File: config.mk
export PLATFORM = sky130hd
export DESIGN_NAME = sorted_priority_queue_unit
export DESIGN_NICKNAME = d
export VERILOG_FILES = /design/src/rtl/spq_pkg.sv /design/src/rtl/spq_cell.sv /design/src/rtl/sorted_priority_queue_unit.sv
export VERILOG_INCLUDE_DIRS = /design/src /design/src/rtl
export SDC_FILE = /design/constraint.sdc
export NUM_CORES = 1
export LEC_CHECK = 0
export BUFFER_PORTS_ARGS = -buffer_cell sky130_fd_sc_hd__buf_4
export CAP_MARGIN = 10
export CORE_ASPECT_RATIO = 1.4
export CORE_MARGIN = 10
export CORE_UTILIZATION = 53
export CTS_CLUSTER_DIAMETER = 120
export CTS_CLUSTER_SIZE = 30
export DETAILED_ROUTE_END_ITERATION = 10
export PLACE_DENSITY = 0.75
export REMOVE_ABC_BUFFERS = 1
export SLEW_MARGIN = 20
export SYNTH_ARGS = -nofsm -noshare
export SYNTH_HDL_FRONTEND = slang
export SYNTH_HIERARCHICAL = 1
export SYNTH_SLANG_ARGS = --single-unit
File: constraint.sdc
create_clock -name clk -period 6.15 [get_ports clk]
set_clock_uncertainty 0.2 [all_clocks]
set_input_delay 0.615 -clock clk [delete_from_list [all_inputs] [get_ports clk]]
set_output_delay 0.615 -clock clk [all_outputs]
set_load 0.005 [all_outputs]
File: src/rtl/sorted_priority_queue_unit_defines.svh
// Assertion macros, clocked on clk with the asynchronous reset rst_n.
`ifndef SORTED_PRIORITY_QUEUE_UNIT_DEFINES_SVH
`define SORTED_PRIORITY_QUEUE_UNIT_DEFINES_SVH

`ifndef NO_ASSERTIONS
// checked only outside reset
`define SPQ_ASSERT(lbl, prop, msg) \
    lbl: assert property (@(posedge clk) disable iff (!rst_n) prop) else $error(msg);
// checked at every edge, reset included
`define SPQ_ASSERT_ALWAYS(lbl, prop, msg) \
    lbl: assert property (@(posedge clk) prop) else $error(msg);
`else
`define SPQ_ASSERT(lbl, prop, msg)
`define SPQ_ASSERT_ALWAYS(lbl, prop, msg)
`endif

`endif

File: src/rtl/spq_pkg.sv
package spq_pkg;

    localparam int QUEUE_DEPTH  = 16;
    localparam int PAYLOAD_BITS = 32;

    localparam int PRIO_BITS   = 3;
    localparam int STATUS_BITS = 2;
    localparam int POS_BITS    = $clog2(QUEUE_DEPTH);
    localparam int COUNT_BITS  = $clog2(QUEUE_DEPTH + 1);

    localparam logic ACT_ENQ = 1'b0;
    localparam logic ACT_DEQ = 1'b1;

    localparam logic [STATUS_BITS-1:0] ST_DONE  = 2'd0;
    localparam logic [STATUS_BITS-1:0] ST_FULL  = 2'd1;
    localparam logic [STATUS_BITS-1:0] ST_EMPTY = 2'd2;

    // broadcast to every cell of the row
    typedef struct packed {
        logic                 enq;
        logic                 deq;
        logic [PRIO_BITS-1:0] prio;
    } cell_ctrl_t;

endpackage

File: src/rtl/spq_cell.sv
module spq_cell (
    input  logic                             clk,
    input  spq_pkg::cell_ctrl_t              ctl,
    input  logic [spq_pkg::PAYLOAD_BITS-1:0] new_payload,
    input  logic                             occupied,
    input  logic                             left_ge,
    input  logic [spq_pkg::PRIO_BITS-1:0]    left_prio,
    input  logic [spq_pkg::PAYLOAD_BITS-1:0] left_payload,
    input  logic [spq_pkg::PRIO_BITS-1:0]    right_prio,
    input  logic [spq_pkg::PAYLOAD_BITS-1:0] right_payload,
    output logic                             ge,
    output logic [spq_pkg::PRIO_BITS-1:0]    prio,
    output logic [spq_pkg::PAYLOAD_BITS-1:0] payload_out
);

    logic [spq_pkg::PRIO_BITS-1:0]    prio_reg;
    logic [spq_pkg::PRIO_BITS-1:0]    prio_next;
    logic [spq_pkg::PAYLOAD_BITS-1:0] payload_reg;
    logic [spq_pkg::PAYLOAD_BITS-1:0] payload_next;

    // entry stays ahead of the new one
    assign ge = occupied && (prio_reg >= ctl.prio);

    always_comb
    begin
        prio_next    = prio_reg;
        payload_next = payload_reg;
        if (ctl.enq)
        begin
            if (!ge)
            begin
                if (left_ge)
                begin
                    // first cell past the equal-or-higher run takes the new word
                    prio_next    = ctl.prio;
                    payload_next = new_payload;
                end
                else
                begin
                    prio_next    = left_prio;
                    payload_next = left_payload;
                end
            end
        end
        else if (ctl.deq)
        begin
            prio_next    = right_prio;
            payload_next = right_payload;
        end
    end

    always_ff @(posedge clk)
    begin
        prio_reg    <= prio_next;
        payload_reg <= payload_next;
    end

    assign prio        = prio_reg;
    assign payload_out = payload_reg;

endmodule

File: src/rtl/sorted_priority_queue_unit.sv
// Sorted priority queue of spq_pkg::QUEUE_DEPTH entries held in a row of cells, head in
// cell 0. Every cell compares its priority with the incoming one in parallel and either
// holds, takes the new word, or shifts from its neighbour, so one word is taken every
// cycle while in_stall is low and its result is registered in the output register;
// in_stall is high only while that register holds a result the consumer has not taken.
// Equal priorities leave in arrival order. A refused enqueue (full) or dequeue (empty)
// leaves the queue as it was and reports the status with the unchanged count.
module sorted_priority_queue_unit (
    input  logic                               clk,
    input  logic                               rst_n,
    input  logic                               in_valid,
    output logic                               in_stall,
    input  logic                               action,
    input  logic [spq_pkg::PRIO_BITS-1:0]      priority_req,
    input  logic [spq_pkg::PAYLOAD_BITS-1:0]   payload,
    output logic                               out_valid,
    input  logic                               out_stall,
    output logic [spq_pkg::STATUS_BITS-1:0]    status,
    output logic [spq_pkg::PAYLOAD_BITS-1:0]   head_payload,
    output logic [spq_pkg::PRIO_BITS-1:0]      head_priority,
    output logic [spq_pkg::POS_BITS-1:0]       insert_position,
    output logic [spq_pkg::COUNT_BITS-1:0]     entry_count
);

`include "sorted_priority_queue_unit_defines.svh"

    localparam int D = spq_pkg::QUEUE_DEPTH;

    logic [spq_pkg::COUNT_BITS-1:0]  count_reg;
    logic [spq_pkg::COUNT_BITS-1:0]  count_next;
    logic [spq_pkg::COUNT_BITS-1:0]  count_inc;
    logic                            out_valid_reg;
    logic [spq_pkg::STATUS_BITS-1:0] status_reg;
    logic [spq_pkg::PAYLOAD_BITS-1:0] head_payload_reg;
    logic [spq_pkg::PRIO_BITS-1:0]   head_priority_reg;
    logic [spq_pkg::POS_BITS-1:0]    insert_position_reg;
    logic [spq_pkg::COUNT_BITS-1:0]  entry_count_reg;

    logic                 accept;
    logic                 full;
    logic                 empty;
    logic                 do_enq;
    logic                 do_deq;
    logic                 enq_full;
    spq_pkg::cell_ctrl_t  ctl;

    logic [D-1:0]                              occ;
    logic [D-1:0]                              ge_vec;
    logic [D-1:0]                              left_ge;
    logic [D-1:0]                              first_free;
    logic [D-1:0][spq_pkg::PRIO_BITS-1:0]      cell_prio;
    logic [D-1:0][spq_pkg::PAYLOAD_BITS-1:0]   cell_payload;
    logic [spq_pkg::POS_BITS-1:0]              pos;

    assign in_stall = out_valid_reg && out_stall;
    assign accept   = in_valid && !in_stall;
    assign full     = (count_reg == spq_pkg::COUNT_BITS'(D));
    assign empty    = (count_reg == '0);
    assign do_enq   = accept && (action == spq_pkg::ACT_ENQ) && !full;
    assign do_deq   = accept && (action == spq_pkg::ACT_DEQ) && !empty;
    assign enq_full = accept && (action == spq_pkg::ACT_ENQ) && full;

    assign ctl.enq  = do_enq;
    assign ctl.deq  = do_deq;
    assign ctl.prio = priority_req;

    genvar gi;
    generate
        for (gi = 0; gi < D; gi++)
        begin : g_cell
            assign occ[gi] = (spq_pkg::COUNT_BITS'(gi) < count_reg);

            if (gi == 0)
            begin : g_head
                assign left_ge[gi] = 1'b1;
            end
            else
            begin : g_body
                assign left_ge[gi] = ge_vec[gi-1];
            end

            spq_cell u_cell (
                .clk           (clk),
                .ctl           (ctl),
                .new_payload   (payload),
                .occupied      (occ[gi]),
                .left_ge       (left_ge[gi]),
                .left_prio     ((gi == 0) ? '0 : cell_prio[(gi == 0) ? 0 : gi-1]),
                .left_payload  ((gi == 0) ? '0 : cell_payload[(gi == 0) ? 0 : gi-1]),
                .right_prio    ((gi == D-1) ? '0 : cell_prio[(gi == D-1) ? gi : gi+1]),
                .right_payload ((gi == D-1) ? '0 : cell_payload[(gi == D-1) ? gi : gi+1]),
                .ge            (ge_vec[gi]),
                .prio          (cell_prio[gi]),
                .payload_out   (cell_payload[gi])
            );
        end
    endgenerate

    assign first_free = left_ge & ~ge_vec;

    always_comb
    begin
        pos = '0;
        for (int i = 0; i < D; i++)
        begin
            pos = pos | (first_free[i] ? spq_pkg::POS_BITS'(i) : '0);
        end
    end

    assign count_inc = count_reg + spq_pkg::COUNT_BITS'(1);

    always_comb
    begin
        count_next = count_reg;
        if (do_enq)
        begin
            count_next = count_inc;
        end
        else if (do_deq)
        begin
            count_next = count_reg - spq_pkg::COUNT_BITS'(1);
        end
    end

    always_ff @(posedge clk or negedge rst_n)
    begin
        if (!rst_n)
        begin
            count_reg     <= '0;
            out_valid_reg <= 1'b0;
        end
        else
        begin
            count_reg <= count_next;
            if (accept)
            begin
                out_valid_reg <= 1'b1;
            end
            else if (!out_stall)
            begin
                out_valid_reg <= 1'b0;
            end
        end
    end

    always_ff @(posedge clk)
    begin
        if (accept)
        begin
            status_reg          <= spq_pkg::ST_DONE;
            head_payload_reg    <= '0;
            head_priority_reg   <= '0;
            insert_position_reg <= '0;
            entry_count_reg     <= count_next;
            if (action == spq_pkg::ACT_ENQ)
            begin
                if (full)
                begin
                    status_reg <= spq_pkg::ST_FULL;
                end
                else
                begin
                    insert_position_reg <= pos;
                end
            end
            else
            begin
                if (empty)
                begin
                    status_reg <= spq_pkg::ST_EMPTY;
                end
                else
                begin
                    head_payload_reg  <= cell_payload[0];
                    head_priority_reg <= cell_prio[0];
                end
            end
        end
    end

    assign out_valid       = out_valid_reg;
    assign status          = status_reg;
    assign head_payload    = head_payload_reg;
    assign head_priority   = head_priority_reg;
    assign insert_position = insert_position_reg;
    assign entry_count     = entry_count_reg;

    `SPQ_ASSERT(a_count_range, count_reg <= spq_pkg::COUNT_BITS'(D), "count past depth")
    `SPQ_ASSERT(a_sorted_prefix, (ge_vec & ~left_ge) == '0, "stored entries out of order")
    `SPQ_ASSERT(a_one_slot, $onehot0(first_free), "more than one insert slot")
    `SPQ_ASSERT(a_enq_count, do_enq |=> count_reg == $past(count_inc), "enqueue count")
    `SPQ_ASSERT(a_full_status, enq_full |=> out_valid_reg && status_reg == spq_pkg::ST_FULL, "full")

endmodule

==> parameters.txt, run 1 <==
Parameter                              Value

Run status
  Result of the run    finished clean

Routing
  Detailed-routed wire length on met2    34.7 mm
  Highest routed metal layer    met4
  Via count    20,868
  Detailed-routed wire length on met3    3.41 mm
  First DRT Iteration DRCs    1,907
  Vias per std cell    5.68
  DRC Markers    0
  Length of the first detailed-routing pass in iterations    6
  Detailed-route wire length    about 71 mm
  Count of antenna-violating nets left after detailed routing    0
  Avg WL per Cell    19.3 µm
  Sum of routed wire segments on met1    31.7 mm

Die
  Initial standard-cell utilization of the core    0.536
  Ports placed on the boundary    88
  Core Rows    107
  DIE HEIGHT    around 310 µm
  Area inside the core boundary    61,000 µm²
  Area of the die    roughly 72,000 µm²
  Width of the die    between 200 and 250 µm

Logic synthesis
  Register area share after synthesis    0.560
  Post-synth EDFFs    606
  Mean instance size in the synthesized netlist    11.6 µm²
  Area contributors post-synth    sky130_fd_sc_hd__edfxtp_1 56%, sky130_fd_sc_hd__mux2i_1 17%, sky130_fd_sc_hd__a21oi_1 8.9%, sky130_fd_sc_hd__nor2_1 6.7%, sky130_fd_sc_hd__buf_12 2.9%
  Most instantiated library cell after synthesis    sky130_fd_sc_hd__edfxtp_1
  Number of synthesis warnings    6
  Number of synthesized register bits    612
  Mapped Area    32,700 µm²
  Yosys cell types    33
  Synth top area share    0.556
  Fraction of registers with async set or reset after synthesis    0.00980
  Most frequent cells after synthesis    606 x sky130_fd_sc_hd__edfxtp_1, 587 x sky130_fd_sc_hd__nor2_1, 581 x sky130_fd_sc_hd__a21oi_1
  Commonest register cell after synthesis    sky130_fd_sc_hd__edfxtp_1
  Area leader, netlist    sky130_fd_sc_hd__edfxtp_1
  Post-synthesis cell count    2,821

STA
  Unrepaired setup endpoints after global routing    no
  Transition time at the pin with the least slew margin    around 1.2 ns
  Final hold violation count    0
  Post-route fraction of the period consumed by the critical path    0.670
  Max Transition Viols Final    0
  Setup TNS    0 ns
  Max transition margin    0.226
  Hold_ws    between 0.015 and 0.02 ns
  Final setup vio count    0
  Post-route setup slack    2.03 ns
  Post-layout minimum cycle time    4.12 ns
  Fmax    0.243 GHz

Run
  Max-Cap Viols    0

Place
  Routability cong.    0.826
  Pre-CTS setup slack    2.13 ns
  Port Buffer Count    between 80 and 90
  Detailed placement HPWL    45.8 mm

Power
  Int Power    0.00779 W
  Pleak    between 10 and 15 nW
  Fraction of power consumed by the clock network    0.171
  Worst supply voltage drop on vdd    0.302 mV
  Switching power of the nets    slightly above 0.004 W
  Power, Total    0.0118 W
  Sequential group share of total power    0.490
  Power density of the placed cells    about 350 nW/µm²
  Share of total power consumed by net switching    0.342
  Part of the power in combinational logic    0.339

Critical path
  Endpoint required time on the critical path    between 6 and 7 ns
  Startpoint kind of the worst setup timing path    flop
  Highest fanout seen on the critical path    258
  Crit. End Element    flop
  CP arrival    about 4.4 ns
  Worst setup path category    reg -> reg

Finish
  Final net count    2,940
  Number of flip-flops under the largest register name    512
  Multi-input gate area in the final layout    12,900 µm²
  Area delta synth->final    4.67%
  Final core area utilization    0.561
  Count of fill cells added during filler insertion    between 5,000 and 6,000
  Area taken by flip-flops and latches    around 18,000 µm²
  Layout cells sized above 1    0.0683

Global routing
  Total Routing Usage GR    0.191
  Aggregate global routing overflow    0
  Initial antenna violation count    1
  Maximum number of pins on one net before global-route repair    around 310
  Wire length of the first global-routing pass    approximately 110 mm
  Via count of the first global-routing pass    20,722

Clock network
  Number of buffers inserted during clock tree synthesis    24
  # H-tree levels    1
  Clock input transition at the sequential cells of the worst setup and hold paths    0.12 ns
  Worst-Skew Late Latency    between 0.6 and 0.7 ns
  Cell at the root of the clock tree    sky130_fd_sc_hd__clkbuf_16
  Clock sink count    ~600
  Deepest clock path buffer count    3
  Clock tree from TritonCTS    done

Hold path
  Worst Hold Class    in -> reg
## worst paths after layout
check	startpoint	end	slack, ns	cells after the start
worst max-delay path	count_reg[0]	g_cell[2].u_cell/payload_out[31]	2.03	8
worst min-delay path	in_valid	out_valid	0.02	2
worst max register to register	count_reg[0]	g_cell[2].u_cell/payload_out[31]	2.03	8
worst min register to register	g_cell[0].u_cell/payload_out[23]	head_payload[23]	0.37	1
max in group asynchronous	rst_n	count_reg[2]	5.49	2
min in group asynchronous	rst_n	count_reg[4]	0.14	2
## placed cells by master (no fill, tap or decap), types with 23 or more instances in the layout
cell type and n:
sky130_fd_sc_hd__conb_1 71, sky130_fd_sc_hd__inv_1 59, sky130_fd_sc_hd__nand2_1 25, sky130_fd_sc_hd__and2_1 38
sky130_fd_sc_hd__nor2_1 586, sky130_fd_sc_hd__edfxtp_1 606, sky130_fd_sc_hd__ha_1 52, sky130_fd_sc_hd__buf_4 125
sky130_fd_sc_hd__a21oi_1 581, sky130_fd_sc_hd__o21ai_0 25, sky130_fd_sc_hd__nor2b_1 23, sky130_fd_sc_hd__mux2i_1 561
sky130_fd_sc_hd__clkbuf_16 25
## cells by family (layout without fill, tap and decap cells)
group,Yosys count,after routing,synth area share
and+or+nand+nor,698,698,0.0872
AOI/OAI and AO/OA,633,633,0.0992
DFF,612,612,0.560
muxes,561,561,0.172
buffers and inverters,259,225,0.0606
adders and majority gates,52,52,0.0199
xor gates and xnor gates,4,4,0.00107
other,2,72,0.000229
## critical path, cell delays in order, from the launching register on
cell and delay (ns):
sky130_fd_sc_hd__dfrtp_1 0.55, sky130_fd_sc_hd__inv_1 0.15, sky130_fd_sc_hd__ha_1 0.29, sky130_fd_sc_hd__a311oi_4 0.35
sky130_fd_sc_hd__buf_12 0.68, sky130_fd_sc_hd__buf_12 0.41, sky130_fd_sc_hd__buf_16 0.53, sky130_fd_sc_hd__nor2_1 0.13
sky130_fd_sc_hd__a21oi_1 0.18
## per-layer routing
layer / global-route usage / up-vias
li1: - / 10242
met2: 0.324 / 485
met5: 0 / -
met1: 0.263 / 10081
met4: 0.0419 / 0
met3: 0.0180 / 60
## power by group through the flow
stage / registers [W] / clock network (W) / logic (W)
floorplan: 0.00590 / 0 / 0.00330
global placement: 0.00585 / 0 / 0.00387
detailed placement: 0.00588 / 0 / 0.00401
CTS: 0.00579 / 0.00207 / 0.00399
global route: 0.00587 / 0.00219 / 0.00437
finish: 0.00579 / 0.00202 / 0.00401
## per-stage QoR
step,std cells,cell area (µm²)
2_1_floorplan,2691,31200
3_3_place_gp,3636,33500
3_5_place_dp,3636,33500
4_1_cts,3671,34200
5_1_grt,3674,34300
6_report,3674,34300
## cell type report
cell class	count	share of cell area
diodes	1	0.0000730
clock buffers	33	0.0191
clock inverters	1	0.000584
inverters	60	0.00661
multi-input cells	2019	0.377
flip-flops and latches	612	0.535
well taps	817	0.0298
repair buffers	131	0.0310
## what timing repair did
action,CTS,global route
hold buffers,1,0
hold endpoints to repair,6,0
endpoints found under the setup margin,0,0
resized for setup,0,0
buffers inserted,0,0
(Power assumes the default switching activity.)
==> run 2: changes to the inputs <==
==> constraint.sdc (replaced) <==
create_clock -name clk -period 4 [get_ports clk]
set_clock_uncertainty 0.2 [all_clocks]
set_input_delay 0.4 -clock clk [delete_from_list [all_inputs] [get_ports clk]]
set_output_delay 0.4 -clock clk [all_outputs]
set_load 0.005 [all_outputs]
==> run 2 against run 1 <==
Setup slack worse by 1.4 ns. Register-to-register slack worse by 1.4 ns. Sequential cell count unchanged. Sequential share of layout area is 0.71 points lower. First-iteration DRC count is 1.9% lower. Wire length rose by 8.1%. Design area grew 1.4%. Die area stayed put. Clock-buffer cell count is the same. Critical endpoint is now g_cell[7].u_cell/payload_out[8]. Highest routed layer unchanged.
==> parameters.txt, run 2 (synthesized netlist as in run 1, its figures left out) <==
Parameter                              Value

Run status
  Result of the run    finished clean

Critical path
  Crit. End Element    flop
  Endpoint required time on the critical path    4.24 ns (-2.15 ns)
  Startpoint kind of the worst setup timing path    flop
  Worst setup path category    reg -> reg
  Highest fanout seen on the critical path    86 (-67%)
  Count of cells along the worst register-to-register path    8 (unchanged)
  CP arrival    3.60 ns (-0.76 ns)

Global routing
  Wire length of the first global-routing pass    121 mm (+5.0%)
  Via count of the first global-routing pass    21,189 (+2.3%)
  Total Routing Usage GR    0.207 (+0.0156)
  Aggregate global routing overflow    0 (unchanged)
  Maximum number of pins on one net before global-route repair    234 (-23%)
  Initial antenna violation count    0 (-1)

Finish
  Number of flip-flops under the largest register name    512 (unchanged)
  Most common cell after layout, fill and taps aside    sky130_fd_sc_hd__edfxtp_1
  Final net count    2,961 (+0.71%)
  Most frequent cells in the layout    606 x sky130_fd_sc_hd__edfxtp_1, 586 x sky130_fd_sc_hd__nor2_1, 581 x sky130_fd_sc_hd__a21oi_1
  Layout cells sized above 1    0.0737 (+0.00541)
  Antenna fix cells    0 (-1)
  Area delta synth->final    6.08%

STA
  Fmax    0.298 GHz (+23%)
  Transition time at the pin with the least slew margin    0.930 ns (-0.231 ns)
  Max transition margin    0.380 (+0.154)
  Final hold violation count    0 (unchanged)
  Post-layout minimum cycle time    3.35 ns (-0.768 ns)
  Hold_ws    0.129 ns (+0.111 ns)
  Setup TNS    0 ns (unchanged)
  Final setup vio count    0 (unchanged)
  Max Transition Viols Final    0 (unchanged)
  Post-route fraction of the period consumed by the critical path    0.838 (+0.168)
  Unrepaired setup endpoints after global routing    no

Place
  Detailed placement HPWL    48.7 mm (+6.3%)
  Port Buffer Count    87 (unchanged)
  Routability cong.    0.899 (+8.8%)

Clock network
  Clock tree from TritonCTS    done
  Number of resized instances in the post-cts repair step    0 (unchanged)
  Post-CTS Setup Repair Bufs    0 (unchanged)
  CTS hold repair buffers    5 (+4)
  Cell at the root of the clock tree    sky130_fd_sc_hd__clkbuf_16
  Clock input transition at the sequential cells of the worst setup and hold paths    0.12 ns (about the same)
  Deepest clock path buffer count    3 (unchanged)
  # H-tree levels    1 (unchanged)
  Clock sink count    612 (unchanged)
  Number of buffers inserted during clock tree synthesis    24 (unchanged)
  Worst-Skew Late Latency    0.60 ns (about the same)

Die
  Width of the die    230 µm (unchanged)
  Initial standard-cell utilization of the core    0.536 (unchanged)
  Core Rows    107 (unchanged)
  Area inside the core boundary    61,000 µm² (unchanged)
  DIE HEIGHT    314 µm (unchanged)
  Ports placed on the boundary    88 (unchanged)
  Area of the die    72,300 µm² (unchanged)

Routing
  Vias per std cell    5.74 (+1.1%)
  Via count    21,211 (+1.6%)
  Length of the first detailed-routing pass in iterations    5 (-1)
  First DRT Iteration DRCs    1,870 (-1.9%)
  Detailed-route wire length    76.7 mm (+8.1%)
  Avg WL per Cell    20.8 µm (+7.5%)
  DRC Markers    0 (unchanged)
  Count of antenna-violating nets left after detailed routing    0 (unchanged)

Hold path
  Worst Hold Class    in -> reg
  Number of cells on the worst hold path    3 (+1)

Power
  Power density of the placed cells    537 nW/µm² (+55%)
  Worst supply voltage drop on vdd    0.465 mV (+54%)
  Pleak    13.0 nW (+1.5%)

Run
  Max-Cap Viols    0 (unchanged)
run 2: changes by cell type in the layout (fill, tap and decap cells not counted):
cell / delta
sky130_fd_sc_hd__buf_12: +27
sky130_fd_sc_hd__buf_16: -2
sky130_fd_sc_hd__buf_4: -8
sky130_fd_sc_hd__dlygate4sd3_1: +4
sky130_fd_sc_hd__diode_2: -1
run 2: through the flow:
stage	util	area [µm²]	power [W]	instances	setup slack [ns]
after floorplan	-	31200	0.0141	2691	-33.60
after global placement	0.557	34000	0.0154	3655	0.650
after detailed placement	0.557	34000	0.0156	3655	0.594
after CTS	0.569	34700	0.0187	3694	0.719
after global routing	0.569	34700	0.0195	3694	0.446
final	0.569	34700	0.0186	3694	0.648
run 2: metal layers:
metal,vias to the layer above,GRT usage,part of all wire
met3,102,0.0171,0.042
met1,10305,0.256,0.41
met5,-,0,0
met2,511,0.377,0.52
li1,10293,-,-
met4,0,0.0622,0.026
run 2: final timing paths:
kind                                                       start                          endpoint  slack [ns]
max in group asynchronous                                  rst_n                      count_reg[3]        2.84
worst max register to register                      count_reg[0]   g_cell[7].u_cell/payload_out[8]        0.65
worst min register to register  g_cell[0].u_cell/payload_out[15]                  head_payload[15]        0.37
worst max-delay path                                count_reg[0]   g_cell[7].u_cell/payload_out[8]        0.65
worst min-delay path                                 payload[27]  g_cell[3].u_cell/payload_out[27]        0.13
min in group asynchronous                                  rst_n                         out_valid        0.53
run 2: critical path, stage by stage (launching register included):
cell,delay [ns]
sky130_fd_sc_hd__dfrtp_1,0.53
sky130_fd_sc_hd__inv_1,0.16
sky130_fd_sc_hd__ha_1,0.29
sky130_fd_sc_hd__a311oi_4,0.48
sky130_fd_sc_hd__buf_12,0.34
sky130_fd_sc_hd__buf_12,0.36
sky130_fd_sc_hd__buf_4,0.45
sky130_fd_sc_hd__nor2_1,0.10
sky130_fd_sc_hd__a21oi_1,0.17
run 2: report_power, final:
part           switching, W  internal, W
combinational       0.00402      0.00261
clock               0.00193      0.00117
sequential         0.000535      0.00837
run 2: cell type report:
type	instances	area, µm²
fill	5117	26300
sequential	612	18300
multi-input combinational	2019	12900
timing repair buffer	152	1530
tap	817	1020
clock buffer	33	656
inverter	60	226
clock inverter	1	20.0
==> run 3: changes to the inputs <==
==> constraint.sdc (replaced) <==
create_clock -name clk -period 3.3 [get_ports clk]
set_clock_uncertainty 0.2 [all_clocks]
set_input_delay 0.33 -clock clk [delete_from_list [all_inputs] [get_ports clk]]
set_output_delay 0.33 -clock clk [all_outputs]
set_load 0.005 [all_outputs]
==> run 3 against run 2 <==
Setup slack worse by 0.44 ns. First-iteration DRC count decreased by 3.7%. Hold slack got worse by 0.086 ns. Fmax is 8.4% higher. Largest power group unchanged. Sequential power is 21% higher. Largest cell class unchanged. Sequential share of layout area decreased by 0.18 points. Utilization rose by 0.20 points.
==> parameters.txt, run 3 (synthesized netlist as in run 1, its figures left out) <==
Parameter                              Value

Global routing
  Wire length of the first global-routing pass    121 mm (+0.21%)
  Via count of the first global-routing pass    21,081 (-0.51%)
  Aggregate global routing overflow    0 (unchanged)
  Initial antenna violation count    0 (unchanged)
  Total Routing Usage GR    0.206 (-0.000435)
  Maximum number of pins on one net before global-route repair    139 (-41%)

Clock network
  Deepest clock path buffer count    3 (unchanged)
  # H-tree levels    1 (unchanged)
  Clock sink count    612 (unchanged)
  Cell at the root of the clock tree    sky130_fd_sc_hd__clkbuf_16
  Worst-Skew Late Latency    0.61 ns (about the same)
  Number of buffers inserted during clock tree synthesis    24 (unchanged)
  Post-CTS Setup Repair Bufs    0 (unchanged)
  Clock input transition at the sequential cells of the worst setup and hold paths    0.12 ns (about the same)
  Clock tree from TritonCTS    done

Run status
  Result of the run    finished clean

Run
  Max-Cap Viols    0 (unchanged)

Critical path
  Total buffers and inverters traversed by the critical path    3 (-1)
  Cell with the biggest individual delay on the critical path    sky130_fd_sc_hd__buf_4
  Delay of the slowest cell on the worst path    0.70 ns (+0.17 ns)
  RR Startpoint    count_reg[1]
  Crit path max-delay family    buffers and inverters
  Startpoint kind of the worst setup timing path    flop
  Ordered list of cells on the worst path    inv_1 > ha_1 > a311oi_4 > buf_12 > buf_4 > a21oi_1
  First element of the critical path    count_reg[1]
  Endpoint required time on the critical path    3.41 ns (-0.83 ns)
  CP arrival    3.20 ns (-0.40 ns)
  Crit. End Element    flop
  Highest fanout seen on the critical path    97 (+13%)
  Worst setup path category    reg -> reg

Routing
  Avg WL per Cell    20.9 µm (+0.86%)
  Count of antenna-violating nets left after detailed routing    0 (unchanged)
  First DRT Iteration DRCs    1,800 (-3.7%)
  Vias per std cell    5.78 (+0.69%)
  Detailed-routed wire length on met3    3.62 mm (+12%)
  Sum of routed wire segments on met1    31.7 mm (+0.86%)
  Detailed-route wire length    77.5 mm (+1.1%)
  DRC Markers    0 (unchanged)
  Highest routed metal layer    met4
  Length of the first detailed-routing pass in iterations    6 (+1)
  Via count    21,398 (+0.88%)
  Detailed-routed wire length on met2    40.5 mm (+1.2%)

Finish
  Multi-input gate area in the final layout    12,900 µm² (unchanged)
  Most common cell after layout, fill and taps aside    sky130_fd_sc_hd__edfxtp_1
  Count of fill cells added during filler insertion    5,032 (-1.7%)
  Most frequent cells in the layout    606 x sky130_fd_sc_hd__edfxtp_1, 586 x sky130_fd_sc_hd__nor2_1, 581 x sky130_fd_sc_hd__a21oi_1
  Number of flip-flops under the largest register name    512 (unchanged)
  Layout cells sized above 1    0.0763 (+0.00260)
  Area delta synth->final    6.45%
  Non-filler instance count after layout    3,701 (+0.19%)
  Antenna fix cells    0 (unchanged)
  Area taken by flip-flops and latches    18,300 µm² (unchanged)
  Final net count    2,969 (+0.27%)

STA
  Final hold violation count    0 (unchanged)
  Post-layout minimum cycle time    3.09 ns (-0.259 ns)
  Max Transition Viols Final    0 (unchanged)
  Transition time at the pin with the least slew margin    0.872 ns (-0.0586 ns)
  Post-route fraction of the period consumed by the critical path    0.937 (+0.0994)
  Unrepaired setup endpoints after global routing    no
  Fmax    0.323 GHz (+8.4%)
  Hold_ws    0.0437 ns (-0.0858 ns)
  Final setup vio count    0 (unchanged)
  Max transition margin    0.419 (+0.0390)
  Setup TNS    0 ns (unchanged)

Power
  Worst supply voltage drop on vdd    0.512 mV (+10%)
  Int Power    0.0148 W (+22%)
  Fraction of power consumed by the clock network    0.163 (-0.003)
  Power density of the placed cells    652 nW/µm² (+22%)
  Sequential group share of total power    0.474 (-0.004)
  Part of the power in combinational logic    0.363 (+0.007)
  Pleak    13.0 nW (+0.47%)
  Share of total power consumed by net switching    0.349 (+0.000728)
  Switching power of the nets    0.00792 W (+22%)

Die
  Width of the die    230 µm (unchanged)
  DIE HEIGHT    314 µm (unchanged)
  Area of the die    72,300 µm² (unchanged)
  Area inside the core boundary    61,000 µm² (unchanged)
  Ports placed on the boundary    88 (unchanged)
  Initial standard-cell utilization of the core    0.536 (unchanged)
  Core Rows    107 (unchanged)

Place
  Port Buffer Count    87 (unchanged)
  Routability cong.    0.899 (about the same)
  Cell count after placement    3,662 (+0.19%)
  Detailed placement HPWL    48.7 mm (about the same)

Hold path
  Worst Hold Class    in -> reg
  Source of the worst hold timing path    payload[18]
==> run 3: cell type report <==
type | instances | share of cell area
clock buffer | 31 | 0.0180
clock inverter | 2 | 0.00104
inverter | 60 | 0.00646
multi-input combinational | 2019 | 0.371
sequential | 612 | 0.526
tap | 817 | 0.0293
timing repair buffer | 160 | 0.0477
==> run 3: worst register-to-register path, stage by stage (launching register included) <==
cell and delay [ns]:
sky130_fd_sc_hd__dfrtp_1 0.52, sky130_fd_sc_hd__inv_1 0.17, sky130_fd_sc_hd__ha_1 0.28, sky130_fd_sc_hd__a311oi_4 0.41
sky130_fd_sc_hd__buf_12 0.28, sky130_fd_sc_hd__buf_4 0.72, sky130_fd_sc_hd__a21oi_1 0.23
==> run 3: per-stage QoR <==
step / cell area, µm² / power, W / util / worst slack (ns)
6_report: 34900 / 0.0227 / 0.571 / 0.207
5_1_grt: 34900 / 0.0238 / 0.571 / 0.0267
4_1_cts: 34800 / 0.0228 / 0.570 / 0.215
3_5_place_dp: 34100 / 0.0191 / 0.559 / 0.170
3_3_place_gp: 34100 / 0.0188 / 0.559 / 0.258
2_1_floorplan: 31200 / 0.0171 / - / -34.30
==> run 3: what timing repair did <==
action | 4_1_cts | 5_1_grt
hold endpoints to repair | 9 | 0
resized for setup | 0 | 1
hold buffers | 5 | 0
setup endpoints to repair | 0 | 1
==> run 3: routing by layer <==
metal  vias up  global-route usage
met3       109              0.0165
met4         0              0.0568
li1      10294                   -
met2       567               0.374
met5         -                   0
met1     10428               0.260
==> run 3: worst paths after layout <==
path,to,slack [ns],depth (start not counted)
worst min-delay path,g_cell[9].u_cell/payload_out[18],0.04,3
worst min register to register,head_payload[29],0.35,1
min in group asynchronous,count_reg[0],0.46,3
worst max register to register,g_cell[1].u_cell/payload_out[4],0.21,6
max in group asynchronous,count_reg[1],2.24,3
worst max-delay path,g_cell[1].u_cell/payload_out[4],0.21,6
==> run 3: power by group through the flow <==
| stage | clock network (W) | logic, W | registers (W) |
|---|---|---|---|
| 3_3_place_gp | 0 | 0.00795 | 0.0109 |
| 2_1_floorplan | 0 | 0.00615 | 0.0110 |
| 3_5_place_dp | 0 | 0.00820 | 0.0109 |
| 6_report | 0.00371 | 0.00824 | 0.0108 |
| 5_1_grt | 0.00403 | 0.00881 | 0.0109 |
| 4_1_cts | 0.00381 | 0.00819 | 0.0108 |
